<file path="src/design/facmc_pkg.sv">
package facmc_pkg;

	// default sizes
	localparam int MAX_LINES_DEF  = 16;
	localparam int SEEN_DEPTH_DEF = 256;
	localparam int ADDR_WIDTH_DEF = 28;

	// configuration port
	localparam int CFG_IDX_W   = 1;
	localparam int CFG_DATA_W  = 5;
	localparam int CFG_LINES_W = 5;
	localparam logic [CFG_IDX_W-1:0] CFG_POLICY_LRU   = 1'd0;
	localparam logic [CFG_IDX_W-1:0] CFG_LINES_IN_USE = 1'd1;
	localparam logic [CFG_LINES_W-1:0] LINES_RESET = 5'd16;

	// outcome codes
	localparam int OUTCOME_W = 2;
	localparam logic [OUTCOME_W-1:0] OUTCOME_HIT        = 2'd0;
	localparam logic [OUTCOME_W-1:0] OUTCOME_COMPULSORY = 2'd1;
	localparam logic [OUTCOME_W-1:0] OUTCOME_CAPACITY   = 2'd2;

	localparam int CNT_W = 32;

	typedef enum logic [2:0] {
		ST_IDLE,
		ST_SEEN_SCAN,
		ST_SEEN_REC,
		ST_LINE_SCAN,
		ST_DECIDE,
		ST_SHIFT,
		ST_FINAL,
		ST_OUT
	} state_t;

	// controller to datapath
	typedef struct packed {
		logic load;
		logic seen_scan;
		logic seen_rec;
		logic line_scan;
		logic decide;
		logic shift;
		logic final_wr;
		logic publish;
	} cmd_t;

	// datapath to controller
	typedef struct packed {
		logic seen_done;
		logic line_done;
		logic shift_done;
		logic out_free;
	} sts_t;

	function automatic logic [CNT_W-1:0] sat_inc(input logic [CNT_W-1:0] v);
		sat_inc = (v == '1) ? v : v + 1'b1;
	endfunction

endpackage

</file>
<file path="src/design/facmc_ctrl.sv">
module facmc_ctrl import facmc_pkg::*; (
	input  logic clk,
	input  logic arst_n,
	input  logic in_valid,
	output logic in_stall,
	input  sts_t sts,
	output cmd_t cmd
);

	state_t state_q, state_d;

	// state register
	always_ff @(posedge clk or negedge arst_n) begin
		if (!arst_n) begin
			state_q <= ST_IDLE;
		end else begin
			state_q <= state_d;
		end
	end

	// next state and commands
	always_comb begin
		state_d = state_q;
		cmd     = '0;
		case (state_q)
			ST_IDLE: begin
				cmd.load = in_valid;
				if (in_valid) state_d = ST_SEEN_SCAN;
			end
			ST_SEEN_SCAN: begin
				cmd.seen_scan = 1'b1;
				if (sts.seen_done) state_d = ST_SEEN_REC;
			end
			ST_SEEN_REC: begin
				cmd.seen_rec = 1'b1;
				state_d = ST_LINE_SCAN;
			end
			ST_LINE_SCAN: begin
				cmd.line_scan = 1'b1;
				if (sts.line_done) state_d = ST_DECIDE;
			end
			ST_DECIDE: begin
				cmd.decide = 1'b1;
				state_d = ST_SHIFT;
			end
			ST_SHIFT: begin
				cmd.shift = 1'b1;
				if (sts.shift_done) state_d = ST_FINAL;
			end
			ST_FINAL: begin
				cmd.final_wr = 1'b1;
				state_d = ST_OUT;
			end
			ST_OUT: begin
				cmd.publish = sts.out_free;
				if (sts.out_free) state_d = ST_IDLE;
			end
			default: begin
				state_d = ST_IDLE;
			end
		endcase
	end

	assign in_stall = (state_q != ST_IDLE);

endmodule

</file>
<file path="config.mk">
export PLATFORM = sky130hd
export DESIGN_NAME = facmc_ctrl
export DESIGN_NICKNAME = d
export VERILOG_FILES = /design/src/design/facmc_pkg.sv /design/src/design/facmc_ctrl.sv
export SDC_FILE = /design/constraint.sdc
export NUM_CORES = 1
export LEC_CHECK = 0
export ABC_AREA = 1
export BUFFER_PORTS_ARGS = -buffer_cell sky130_fd_sc_hd__buf_2
export CORE_AREA = 4 4 41 43
export CTS_CLUSTER_SIZE = 20
export DETAILED_ROUTE_END_ITERATION = 12
export DIE_AREA = 0 0 45 47
export GPL_TIMING_DRIVEN = 0
export PLACE_DENSITY_LB_ADDON = 0.08
export SETUP_SLACK_MARGIN = 0.02
export SYNTH_ARGS = -nofsm -noshare
export SYNTH_HDL_FRONTEND = slang
export SYNTH_SLANG_ARGS = --single-unit
export TNS_END_PERCENT = 100
</file>
<file path="constraint.sdc">
create_clock -name clk -period 1.1 [get_ports clk]
set_input_delay 0.055 -clock clk [delete_from_list [all_inputs] [get_ports clk]]
set_output_delay 0.055 -clock clk [all_outputs]
set_load 0.1 [all_outputs]
</file>
### Yosys cells after proc, flatten, opt, wreduce, memory -nomap -nowiden

Cells that the tools add are included.

| word-level totals | value |
|---|---|
| memories | 0 |
| bits of input ports | 7 |
| bits in read-only memories | 0 |
| bits in latches | 0 |
| output and inout bits | 9 |
| flip-flop bits (word level) | 3 |
| word-level logic and storage cells | 30 |
| bits in writable memories | 0 |

| cells by class | value |
|---|---|
| order comparisons | 0 |
| $add $sub $neg | 0 |
| divide/modulo/power cells | 0 |
| reductions and logical operators | 3 |
| muxes and demuxes | 14 |
| $mul | 0 |
| bitwise gates (word level) | 0 |
| eq/ne operators | 12 |
| shift operators | 0 |

Operators by type and width:

| operator | count |
|---|---|
| 3-bit one-hot mux with 8 select lines | 1 |
| 3-bit two-way mux | 5 |
| 3-bit equality test, second input constant | 4 |
| 2-bit != test, second input constant | 5 |
| 1-bit two-way mux | 8 |
| 3-bit by 2-bit equality test with 1-bit output, second input constant | 2 |
| 5-bit AND reduction | 1 |
| 3-bit by 1-bit equality test with 1-bit output, second input constant | 1 |
| 3-bit zero test | 1 |
| 3-bit nonzero test | 1 |

### Logic depth before layout (Yosys ltp)

Gate-level depths: netlist (run 1).

| logic depth | value |
|---|---|
| depth after elaboration | 3 |
| gate-level depth with buffers | 7 |

### Least setup slack after synthesis (run 1)

No wires, ideal clock.

| path | value |
|---|---|
| path type | register to output |
| start | register state_q[2] |
| end | output port cmd[7] (netlist name) |
| arrival | 2.966 ns |
| slack | -1.921 ns |
| cell stages (with the launch flop) | 4 |
| cells stage by stage | dfrtp_1 inv_2 nand3_1 nor2_1 |

RTL lines:

| item | line | source |
|---|---|---|
| start: declaration | facmc_ctrl.sv:10 | `state_t state_q, state_d;` |
| start signal: assignment | facmc_ctrl.sv:17 | `state_q <= state_d;` |
| end: declaration | facmc_ctrl.sv:7 | `output cmd_t cmd` |

==> summary.md, run 1 <==
| Metric | Value |
|---|---|
| Crit Path Max Fanout | 4 |
| TritonCTS clock tree | yes |
| Initial antenna violation count | 0 |
| Largest net degree at the start of global routing | 8 |
| Antenna Violating Nets Remaining | 0 |
| CP bufs+invs | 2 |
| Area of the multi-input gates | 270 µm² |
| P&R area growth vs syn | 161% |
| Routed via count | 391 |
| Initial DRC Count | 1 |
| Nets | 86 |
| Worst Hold Class | primary input to async pin |
| RePlAce Congestion | 0.664 |
| Routed length per placed instance | 10.1 µm |
| CP Launch Point | state_q[0] |
| Fillers | 130 |
| First-pass GRT wire length | 1730 µm |
| RSZ-0062 raised after global routing | yes |
| Reg2Reg Capture Point | state_q[1] |
| Critical path cell sequence | buf_4 -> nor3_4 -> buf_12 |
| Layout cells sized above 1 | 73.1% |
| Die area | 2120 µm² |
| Clk slew on worst S/H paths | 0.04 ns |
| Initial DRT Pass Iterations | 2 |
| Final worst path period share | 116% |
| Relative slew margins | 85.0% |
| GR Util All Layers | 11.6% |
| Mapped Area | 287 µm² |
| Slew @ Worst Pin | 0.225 ns |
| CTS Buf Count | 3 |
| Pins Over Slew Limit | 0 |
| Fmax | 786 MHz |
| Min cycle time layout | 1.27 ns |
| Crit Path Class | flip-flop to output port |
| Slowest stage cell, crit path | dfrtp_2 |
| Crit path depth | 3 |
| Sequential cell area | 78.8 µm² |
| Synthesized area per cell | 5.97 µm² |
| # rows | 13 |
| Status | finished, violations left |
| Core area | 1300 µm² |
| Synth cell types | 14 |
| Worst setup slack after layout | -0.173 ns |
| Post-Place Setup Slack | -0.232 ns |
| Min Hold Slack | 0.144 ns |
| Met3 usage | 2.30% |
| MaxCap Viol Count | 0 |
| YS warnings | 0 |
| Post-DP HPWL | 664 µm |
| Buffers on Ports | 15 |
| Top Ports | 16 |
| Crit. End Element | output port |
| Synthesis-stage register bit count | 3 |
| Routing usage on met2 | 20.6% |
| H-tree depth | 1 |
| CP Capture Point | cmd[3] |
| Total Wirelength | 941 µm |
| Diodes inserted | 0 |
| Vias per inst | 4.20 |
| Setup violations, final | 12 |
| R2R Path Start | state_q[1] |
| R2r setup slk | -0.13 ns |
| Failing checks | negative setup slack |
| Fin. Hold Viols | 0 |
| Largest stage delay, worst path | 0.43 ns |
| R2R cell count | 7 |
| Critical path launch point type | flip-flop |
| CTS sink cnt | 3 |
| Clk buf depth | 2 |
| Max reg flops | 3 |
| M1 GR Usage | 12.8% |
| Mapped Cells | 48 |
| Die Y | 47 µm |
| Most flops, register | state_q |
| Clk_skew | 0.00143 ns |
| Sequential share of the synthesized area | 26.2% |
| Die width | 45 µm |
| Top Usage Layer GRT | met2 |
| Post-synthesis net count | 55 |
| Skew-Pair Late Insertion Delay | 0.23 ns |
| Required time of the critical path | 1.04 ns |
| Root Driver | clkbuf_4 |
| Worst path arrival time | 1.22 ns |
| Initial Util | 22.0% |
| Biggest regs | state_q: 3 flops |
| Vias in the first global route | 416 |
| Cell family with most CP delay | flip-flops |
| # DRC | 0 |
| GRT Residual Overflow | 0 |
## metrics by stage
step           instance area (µm²)  utilization [%]  setup TNS, ns  cells
2_1_floorplan                  372                -          -3.43     48
3_3_place_gp                   465             35.8          -1.84     78
3_5_place_dp                   465             35.8          -1.81     78
4_1_cts                        719             55.3          -1.80     93
5_1_grt                        748             57.5          -2.45     93
6_report                       748             57.5          -1.64     93
## repair_timing
item,4_1_cts,5_1_grt
hold endpoints to repair,3,0
setup endpoints to repair,12,12
setup buffers,10,0
hold buffers,1,0
pin swaps,7,4
cloned,0,0
resized for setup,42,8
## cell families after synthesis
group | count (synthesis) | synth area share [%]
simple gates | 29 | 48.5
buf+inv | 13 | 17.0
flops | 3 | 26.2
compound gates | 2 | 5.24
xor+xnor | 1 | 3.06
## cell usage after synthesis (all sizes together)
library cell,number,area [µm²]
xor2,1,8.76
inv,12,45.1
nor2,8,35.0
nand4,2,12.5
nor3,2,10.0
nand2,11,41.3
dfrtp,3,75.1
clkinv,1,3.75
a21boi,1,7.51
o21bai,1,7.51
nand3,6,40.0
## layout by cell type, fill, tap and decap left out
cell	count
nor3_4	2
clkbuf_1	1
o21bai_1	1
dfrtp_2	3
nor2_2	1
buf_12	8
inv_4	1
inv_6	1
buf_4	9
a21boi_1	1
nand2_2	5
nand2_1	5
nand4_1	2
nand3_2	4
xor2_1	1
clkinvlp_4	1
nor2_1	1
buf_6	1
nand3_4	1
nand3_1	1
nand2_4	1
buf_2	6
dlygate4sd3_1	1
clkbuf_4	3
buf_8	1
nor2_4	6
inv_1	6
clkinv_1	1
inv_2	3
## cell type report
class	count	area share (%)
sequential	3	10.5
tap	15	2.51
timing repair buffer	26	39.3
clock buffer	4	3.51
inverter	13	8.03
multi-input combinational	32	36.1
## worst reg2reg max path: cells and delay by family (launching register included)
kind,cells,cell delay (ns)
simple gates,5,0.40
buf+inv,2,0.22
flops,1,0.48
## worst min-delay path by stage
stage                       endpoint  slack (ns)    from  depth (start not counted)
after floorplan           state_q[0]       -0.24  arst_n                          0
after global placement    state_q[2]       -0.15  arst_n                          1
after detailed placement  state_q[2]       -0.15  arst_n                          1
after CTS                 state_q[1]        0.14  arst_n                          2
after global routing      state_q[1]        0.15  arst_n                          2
final                     state_q[2]        0.14  arst_n                          2
## metal layers
metal	vias to the layer above	wire [µm]
met1	171	371
li1	209	-
met4	0	0
met3	0	46
met2	11	523
met5	-	0
Power of run 1 is left out: the tool's default activity adds up to more than one toggle a clock period on the data nets, which glitch-free logic cannot reach.
==> inputs of run 2 (changes only) <==
--- a/config.mk
+++ b/config.mk
@@ -12,7 +12,7 @@
 export DETAILED_ROUTE_END_ITERATION = 12
 export DIE_AREA = 0 0 45 47
 export GPL_TIMING_DRIVEN = 0
-export PLACE_DENSITY_LB_ADDON = 0.08
+export PLACE_DENSITY = 0.47
 export SETUP_SLACK_MARGIN = 0.02
 export SYNTH_ARGS = -nofsm -noshare
 export SYNTH_HDL_FRONTEND = slang
==> summary.md, run 2 (synthesis gave the netlist of run 1 again) <==
| Metric | Value |
|---|---|
| Crit. End Element | output port |
| Diodes inserted | 0 |
| Sequential cell area | 78.8 µm² |
| P&R area growth vs syn | 157% |
| Required time of the critical path | 1.04 ns |
| Initial antenna violation count | 0 |
| Post-DP HPWL | 656 µm |
| Crit path depth | 4 |
| Die area | 2120 µm² |
| Buffers on Ports | 15 |
| Non-filler cells, final | 92 |
| Skew-Pair Late Insertion Delay | 0.23 ns |
| Min cycle time layout | 1.27 ns |
| Max reg flops | 3 |
| Nets | 85 |
| Relative slew margins | 85.0% |
| RePlAce Congestion | 0.680 |
| Largest stage delay, worst path | 0.48 ns |
| CTS sink cnt | 3 |
| Clk buf depth | 2 |
| Vias per inst | 4.30 |
| Largest net degree at the start of global routing | 7 |
| Biggest regs | state_q: 3 flops |
| Worst path arrival time | 1.22 ns |
| Fin. Hold Viols | 0 |
| # DRC | 0 |
| Root Driver | clkbuf_4 |
| Critical path cell sequence | inv_2 -> nand3_4 -> nor2_4 -> buf_12 |
| Crit Path Class | flip-flop to output port |
| H-tree depth | 1 |
| Commonest cells after routing, fill and taps aside | buf_12, inv_1, buf_4 |
| Final worst path period share | 116% |
| Routed length on met2 | 525 µm |
| Initial DRT Pass Iterations | 4 |
| Area of the multi-input gates | 258 µm² |
| Commonest non-fill, non-tap cell in the layout | buf_12 |
| Status | finished, violations left |
| Top Ports | 16 |
| Slew @ Worst Pin | 0.225 ns |
| Die width | 45 µm |
| Pins Over Slew Limit | 0 |
| Fillers | 118 |
| First-pass GRT wire length | 1660 µm |
| Vias in the first global route | 415 |
| Antenna Violating Nets Remaining | 0 |
| Die Y | 47 µm |
| R2R cell count | 7 |
| Placed insts | 78 |
| # rows | 13 |
| DR WL met3 | 42 µm |
| Met1 WL | 344 µm |
| MaxCap Viol Count | 0 |
| TritonCTS clock tree | yes |
| Fmax | 786 MHz |
| Worst Hold Class | primary input to async pin |
| Failing checks | negative setup slack |
| Worst setup slack after layout | -0.173 ns |
| Cell family with most CP delay | flip-flops |
| Routed length per placed instance | 9.91 µm |
| Critical path launch point type | flip-flop |
| GR Util All Layers | 11.3% |
| Total Wirelength | 912 µm |
| Core area | 1300 µm² |
| RSZ-0062 raised after global routing | yes |
| Slowest stage cell, crit path | dfrtp_2 |
| CTS Buf Count | 3 |
| Initial Util | 22.0% |
| Clk slew on worst S/H paths | 0.04 ns |
| Routed via count | 396 |
| Clk_skew | 0.0000757 ns |
| GRT Residual Overflow | 0 |
| Initial DRC Count | 1 |
| Max Used Layer | met3 |
| Crit Path Max Fanout | 6 |
| CP bufs+invs | 2 |
| Setup violations, final | 12 |
| Most flops, register | state_q |
| Layout cells sized above 1 | 67.5% |
run 2: cell count changes in the layout (fill, tap and decap cells not counted), sizes merged:
cell and delta:
buf -1
run 2: final timing paths:
| kind | start | to | slack (ns) |
|---|---|---|---|
| setup / recovery | state_q[1] | cmd[7] | -0.17 |
| hold / removal | arst_n | state_q[1] | 0.15 |
| setup reg to reg | state_q[1] | state_q[1] | -0.12 |
| hold reg to reg | state_q[0] | state_q[0] | 0.53 |
| max in group asynchronous | arst_n | state_q[2] | 0.84 |
| min in group clk | sts[1] | state_q[2] | 0.22 |
run 2: layer usage:
metal	vias up	GRT usage, %
met4	0	8.77
li1	207	-
met1	180	12.0
met3	0	2.30
met5	-	0
met2	9	19.8
run 2: cell type report:
class	instances	share of cell area (%)
clock buffer	4	3.57
inverter	13	8.15
sequential	3	10.7
tap	15	2.55
multi-input combinational	32	35.0
timing repair buffer	25	40.1
run 2: through the flow:
stage          TNS [ns]  util (%)  hold slack, ns  worst slack [ns]  cell area (µm²)
3_3_place_gp      -1.80      35.8          -0.148            -0.230              465
5_1_grt           -2.32      56.6           0.171            -0.226              737
2_1_floorplan     -3.43         -          -0.241            -0.482              372
6_report          -1.46      56.6           0.145            -0.173              737
4_1_cts           -1.66      52.9           0.132            -0.165              688
3_5_place_dp      -1.82      35.8          -0.148            -0.236              465
run 2: repair_timing:
action	CTS	global route
hold buffers	1	0
resized for setup	39	9
endpoints found under the setup margin	12	12
endpoints found under the hold margin	3	0
pin swaps	7	8
buffers inserted	7	2
Power of run 2 is left out for the same reason.
